[config.mk]
export PLATFORM = sky130hd
export DESIGN_NAME = spv_divider
export DESIGN_NICKNAME = d
export VERILOG_FILES = /design/src/rtl/core/spv_pkg.sv /design/src/rtl/core/spv_divider.sv
export SDC_FILE = /design/constraint.sdc
export NUM_CORES = 1
export LEC_CHECK = 0
export BUFFER_PORTS_ARGS = -buffer_cell sky130_fd_sc_hd__buf_2
export CORE_ASPECT_RATIO = 0.75
export CORE_MARGIN = 2
export CORE_UTILIZATION = 36
export DETAILED_ROUTE_END_ITERATION = 12
export PLACE_DENSITY_LB_ADDON = 0.3
export SLEW_MARGIN = 0
export SYNTH_ARGS = -nofsm -noshare
export SYNTH_HDL_FRONTEND = slang
export SYNTH_SLANG_ARGS = --single-unit
export TNS_END_PERCENT = 1
[constraint.sdc]
create_clock -name clk_i -period 4.8 [get_ports clk_i]
set_clock_uncertainty 0.2 [all_clocks]
set_input_delay 0.96 -clock clk_i [delete_from_list [all_inputs] [get_ports clk_i]]
set_output_delay 0.96 -clock clk_i [all_outputs]
set_load 0.02 [all_outputs]
[src/rtl/core/spv_pkg.sv]
// Shared constants of the sample playback voice.
package spv_pkg;

  // Item function codes.
  localparam logic [2:0] FUNC_WRITE   = 3'd0;
  localparam logic [2:0] FUNC_START   = 3'd1;
  localparam logic [2:0] FUNC_RELEASE = 3'd2;
  localparam logic [2:0] FUNC_STOP    = 3'd3;
  localparam logic [2:0] FUNC_TICK    = 3'd4;

  // Configuration register indexes.
  localparam logic [2:0] REG_SLICE_BEGIN  = 3'd0;
  localparam logic [2:0] REG_SLICE_FINISH = 3'd1;
  localparam logic [2:0] REG_LOOP_MODE    = 3'd2;
  localparam logic [2:0] REG_LEFT_GAIN    = 3'd3;
  localparam logic [2:0] REG_RIGHT_GAIN   = 3'd4;
  localparam logic [2:0] REG_FADE_IN_LEN  = 3'd5;
  localparam logic [2:0] REG_FADE_OUT_LEN = 3'd6;
  localparam logic [2:0] REG_PITCH_STEP   = 3'd7;

  localparam int unsigned CFG_IDX_W  = 3;
  localparam int unsigned CFG_DATA_W = 24;

  // Voice play states.
  localparam logic [1:0] PS_IDLE = 2'd0;
  localparam logic [1:0] PS_PLAY = 2'd1;
  localparam logic [1:0] PS_REL  = 2'd2;

  localparam logic [16:0] ENV_FULL = 17'h10000;
  localparam logic [19:0] CNT_MAX  = 20'hFFFFF;

  // Widest divisor: fade-out length times pitch step.
  localparam int unsigned SPAN_W = 44;
  localparam int unsigned QUOT_W = 17;

endpackage

[src/rtl/core/spv_divider.sv]
// Restoring divider that yields a 17-bit quotient, one bit per cycle.
module spv_divider #(
  parameter int unsigned NUM_W = 45
) (
  input  logic                          clk_i,
  input  logic                          rst_ni,
  input  logic                          start_i,
  input  logic [NUM_W-1:0]              num_i,
  input  logic [spv_pkg::SPAN_W-1:0]    den_i,
  output logic                          busy_o,
  output logic                          done_o,
  output logic [spv_pkg::QUOT_W-1:0]    quot_o,
  output logic [NUM_W-1:0]              rem_o
);
  localparam int unsigned QW = spv_pkg::QUOT_W;
  localparam int unsigned DSW = spv_pkg::SPAN_W + QW;
  localparam int unsigned CW = (NUM_W > DSW) ? NUM_W : DSW;
  localparam int unsigned CNT_W = $clog2(QW);

  logic             busy_q, done_q;
  logic [CNT_W-1:0] cnt_q;
  logic [CW-1:0]    r_q, d_q;
  logic [QW-1:0]    q_q;
  logic             fits;

  assign fits = (r_q >= d_q);

  always_ff @(posedge clk_i or negedge rst_ni) begin
    if (!rst_ni) begin
      busy_q <= 1'b0;
      done_q <= 1'b0;
      cnt_q  <= '0;
    end else begin
      done_q <= 1'b0;
      if (start_i) begin
        busy_q <= 1'b1;
        cnt_q  <= '0;
      end else if (busy_q) begin
        cnt_q <= cnt_q + 1'b1;
        if (cnt_q == CNT_W'(QW - 1)) begin
          busy_q <= 1'b0;
          done_q <= 1'b1;
        end
      end
    end
  end

  // The quotient is known to stay below 2^17, so the divisor starts at den << 16.
  always_ff @(posedge clk_i) begin
    if (start_i) begin
      r_q <= CW'(num_i);
      d_q <= CW'(den_i) << (QW - 1);
      q_q <= '0;
    end else if (busy_q) begin
      if (fits) begin
        r_q <= r_q - d_q;
      end
      q_q <= {q_q[QW-2:0], fits};
      d_q <= d_q >> 1;
    end
  end

  assign busy_o = busy_q;
  assign done_o = done_q;
  assign quot_o = q_q;
  assign rem_o  = r_q[NUM_W-1:0];
endmodule

After elaboration in Yosys (flattened, before gate mapping)
Cells that the tools add are included.
{"block": "word_totals", "regBits": 145, "wordCells": 29}
{"block": "classes", "n_addsub": 2, "eq_ne": 1, "reduce_logical": 4, "order_cmp": 1, "muxes": 13}
{"cell": "45-bit two-way mux", "count": 3}
{"cell": "60-bit two-way mux", "count": 2}
{"cell": "61-bit by 60-bit >= comparator with 1-bit output", "count": 1}
{"cell": "61-bit by 60-bit subtractor with 61-bit output", "count": 1}
{"cell": "5-bit two-way mux", "count": 2}
{"cell": "1-bit two-way mux", "count": 6}
{"cell": "5-bit by 1-bit adder with 5-bit output (second input constant)", "count": 1}
{"cell": "5-bit equality test (second input constant)", "count": 1}
{"cell": "2-bit AND reduction", "count": 2}
{"cell": "2-bit nonzero test", "count": 2}

Depth between registers and ports, before layout
{"block": "depth", "word_depth": 4, "ltp_mapped": 15, "mapped_depth_nobuf": 13}

Worst setup path after synthesis
No wires, ideal clock.
{"block": "synth_path", "path_type": "reg-to-reg", "from": "register r_q[24]", "to": "register r_q[0] (enable)", "synth_period_minus_slack_ns": 4.069, "setup_ns": 0.403, "n_path_buf": 3, "path_slack_ns": 0.731, "arrival_time_ns": 3.466, "required_time_ns": 4.197, "path_stages_with_launch": 13, "cell_sequence": "edfxtp_1 ha_1 clkbuf_1 nand4_1 nor3_1 nand4_1 a21oi_2 o31ai_2 a2111oi_2 o41ai_2 buf_6 buf_2 nand2_1"}
{"block": "synth_between", "elab_chain_cells": 3}
{"item": "start: declaration", "line_no": "spv_divider.sv:22", "text": "logic [CW-1:0] r_q, d_q;"}
{"item": "start signal: assignment", "line_no": "spv_divider.sv:51", "text": "r_q <= CW'(num_i);"}
{"item": "start signal: assignment", "line_no": "spv_divider.sv:56", "text": "r_q <= r_q - d_q;"}
{"item": "61-bit by 60-bit >= comparator with 1-bit output", "line_no": "spv_divider.sv:26", "text": "assign fits = (r_q >= d_q);"}
{"item": "2-bit nonzero test (no line)"}
{"item": "2-bit AND reduction (no line)"}
No other way between the ends.
A chain may end at the register's enable or synchronous reset.

Worst setup path in the final report
{"block": "layout_path", "from": "register r_q[33]", "to": "register r_q[54]"}
{"block": "layout_between", "elab_chain_cells": 2, "word_cells_on_any_way": 3, "cone_classes": "add/sub (1); order compare (1); reduce/logical (1)"}
{"item": "61-bit by 60-bit >= comparator with 1-bit output", "line_no": "spv_divider.sv:26"}
{"item": "2-bit AND reduction (no line)"}
Parallel ways exist; a longest one is shown, timed or not.

==> results.yml <==
status:
  run_status: "complete, no violations"
layout:
  antenna-diode-count: 0
  nets: 1404
  fillerInstances: 2736
  layout_commonest_cell: "sky130_fd_sc_hd__nand2_1"
  most-common-layout-cells: "sky130_fd_sc_hd__nand2_1, sky130_fd_sc_hd__buf_2, sky130_fd_sc_hd__o21ai_0"
  areaGrowthSynthToFinish_pct: 13.28
  drive_above_1_share: 0.1799
  final_core_utilization: 0.4174
placement:
  port-buffer-count: 155
  dpl.hpwl_mm: 19.95
  place.gp.congestion: 0.8859
logic_synthesis:
  seq_area_frac_synth: 0.3830
  synthesis.instances: 1176
  synth-edff-count: 89
  syn_nets: 1331
  netlist-cell-type-count: 71
  post-synth-top-area-fraction: 0.2674
  ys_async_sr_fraction: 0.04828
  synthesis.area_mm2: 0.009996
  avgSynthCellArea_um2: 8.500
  synth.ff_latch_count: 145
  yosys_warnings: 0
  synth.top_cells.by_area: "sky130_fd_sc_hd__edfxtp_1, sky130_fd_sc_hd__dfxtp_1, sky130_fd_sc_hd__ha_1"
  synthFlopType: "sky130_fd_sc_hd__edfxtp_1"
  netlist.top_cell.by_area: "sky130_fd_sc_hd__edfxtp_1"
clock_tree:
  cts.sink_count: 145
  clk_root_buffer_cell: "sky130_fd_sc_hd__clkbuf_16"
  tritoncts: "yes"
  worst_skew_pair.late_latency_ps: 450
  clkSlewWorstSetupHoldPaths_ps: 70
  clock_tree.buffer_depth: 2
  ctsHtreeMaxLevel: 4
  cts_buffers: 17
  ctsResizeCount: 0
  post_cts_hold_buffer_count: 0
  cts.repair_timing.setup_buffer_count: 0
floorplanning:
  initial_utilization: 0.3684
  io_pins: 156
  floorplan.die.height_um: 148.3
  coreArea_mm2: 0.02713
  full_die_area_mm2: 0.02913
  die_w_um: 196.4
  placement_rows: 52
critical_path:
  timing.critical_path.fanout_max: 29
  worstSetupStartpointType: "flop"
  start_of_the_worst_register_to_register_path: "r_q[33]$_DFFE_PP_"
  cp_data_arrival_time_ps: 4060
  classification_of_the_worst_setup_path: "reg -> reg"
  cp_data_required_time_ps: 4910
  setup_slack_of_the_most_critical_reg_to_reg_path_ps: 850
  rr_endpoint: "r_q[54]$_SDFFE_PP0P_"
  reg2regPathDepth: 11
  end_kind: "flop"
drt:
  avgViaCountPerCell: 5.190
  drt-pass1-iter-count: 5
  drt-total-wl_mm: 27.10
  top_layer: "met4"
  drc_errors: 0
  route.detailed.wl_per_inst_um: 16.80
  final_antenna_net_count: 0
  routedLengthMet1_mm: 13.29
  routed-wl-met3_mm: 1.700
  initialDrtViolationCount: 631
  met2_wirelength_mm: 11.71
  vias: 8372
timing:
  worst_pin_slew_ps: 759.5
  final-setup-viol-count: 0
  slew_headroom: 0.4937
  hold_ws_ps: 132.8
  hold_violations: 0
  report.final.slew_viol_count: 0
  clock.fmax_mhz: 253.1
  timing.final.crit_share: 0.8230
  finalWorstPathRequiredPeriod_ps: 3950
  setup-tns-final_ps: 0
  grt_setup_unrepaired: "false"
flow_run:
  drv.max_cap_violation_count: 0
global_route:
  grt_pass1_wl_mm: 42.95
  antenna_found_initial: 0
  gr-usage-all-layers: 0.1861
  total_grt_overflow: 0
  grt_max_degree: 76
  grt_pass1_vias: 8127
worst_hold_path:
  hp-class: "in -> async"
power:
  p_per_area_mw_per_mm2: 680.1
  cellLeakagePower_nw: 5.242
  vdd.ir_drop.worst_uv: 295.5
==> through the flow <==
stage               setup WS, ps  total power, mW  cell area, um2  cells
finish                     849.7            7.701           11320   1613
CTS                        788.8            7.690           11320   1613
global route               562.9            8.227           11320   1613
global placement           882.5            6.194           10710   1581
detailed placement         817.0            6.223           10710   1581
floorplan                  731.0            5.388            9996   1176
==> how the worst max path moves through the flow <==
stage | from | endpoint | slack (ps)
5_1_grt | r_q[33]$_DFFE_PP_ | r_q[15]$_DFFE_PP_ | 560
4_1_cts | r_q[33]$_DFFE_PP_ | r_q[21]$_DFFE_PP_ | 790
6_report | r_q[33]$_DFFE_PP_ | r_q[54]$_SDFFE_PP0P_ | 850
3_5_place_dp | r_q[33]$_DFFE_PP_ | r_q[5]$_DFFE_PP_ | 820
3_3_place_gp | r_q[32]$_DFFE_PP_ | r_q[4]$_DFFE_PP_ | 880
2_1_floorplan | r_q[24]$_DFFE_PP_ | r_q[0]$_DFFE_PP_ | 730
==> worst max-delay path, cell delays in order, from the launching register on <==
cell and delay, ps:
sky130_fd_sc_hd__edfxtp_1 420, sky130_fd_sc_hd__ha_1 440, sky130_fd_sc_hd__nand4_1 180, sky130_fd_sc_hd__nor3_1 410, sky130_fd_sc_hd__nand4_1 220, sky130_fd_sc_hd__a21oi_2 290, sky130_fd_sc_hd__o31ai_2 130, sky130_fd_sc_hd__a2111oi_2 480
sky130_fd_sc_hd__o41ai_4 110, sky130_fd_sc_hd__buf_4 300, sky130_fd_sc_hd__and3_1 240, sky130_fd_sc_hd__or4_1 390
==> area by class of cell <==
cell class | count | area (um2) | share of cell area
multi-input combinational | 836 | 5261 | 0.4646
sequential | 145 | 3832 | 0.3385
timing repair buffer | 163 | 854.6 | 0.07547
clock buffer | 21 | 503.0 | 0.04442
tap | 351 | 439.2 | 0.03878
inverter | 86 | 322.8 | 0.02851
clock inverter | 11 | 110.1 | 0.009724
==> sequential cells by signal, summed over array words and instances, names as in the netlist <==
register,cells
d_q,60
done_o,1
busy_o,1
r_q,61
cnt_q,5
quot_o,17
==> cells by family (layout without fill, tap and decap cells) <==
kind of cell / count (synthesis) / count (layout) / synth area share
AOI/OAI and AO/OA: 310 / 310 / 0.1930
xor gates and xnor gates: 57 / 57 / 0.04994
adders and majority gates: 63 / 63 / 0.07961
buffers and inverters: 195 / 281 / 0.09200
DFF: 145 / 145 / 0.3830
muxes: 43 / 43 / 0.04331
and+or+nand+nor: 363 / 363 / 0.1591
==> synthesized netlist by cell type, drive strengths merged, types with 30 or more instances <==
cell and count:
o21ai 121, nand2 189, inv 86, ha 62, a21oi 87, dfxtp 49, a21o 30, nor2 85
clkbuf 49, edfxtp 89, buf 60, mux2i 41, xnor2 36
==> power by group <==
part | switching [mW] | internal, mW | total, mW
registers | 0.198 | 1.75 | 1.95
logic | 2.68 | 1.66 | 4.34
clock network | 0.599 | 0.814 | 1.41
total | 3.47 | 4.23 | 7.70
==> metal layers <==
metal,GRT usage,vias to the layer above
li1,-,4203
met1,0.2678,3846
met3,0.03741,27
met4,0.05455,0
met2,0.2821,296
met5,0,-
Note: power is estimated with default switching activity, not from simulation.
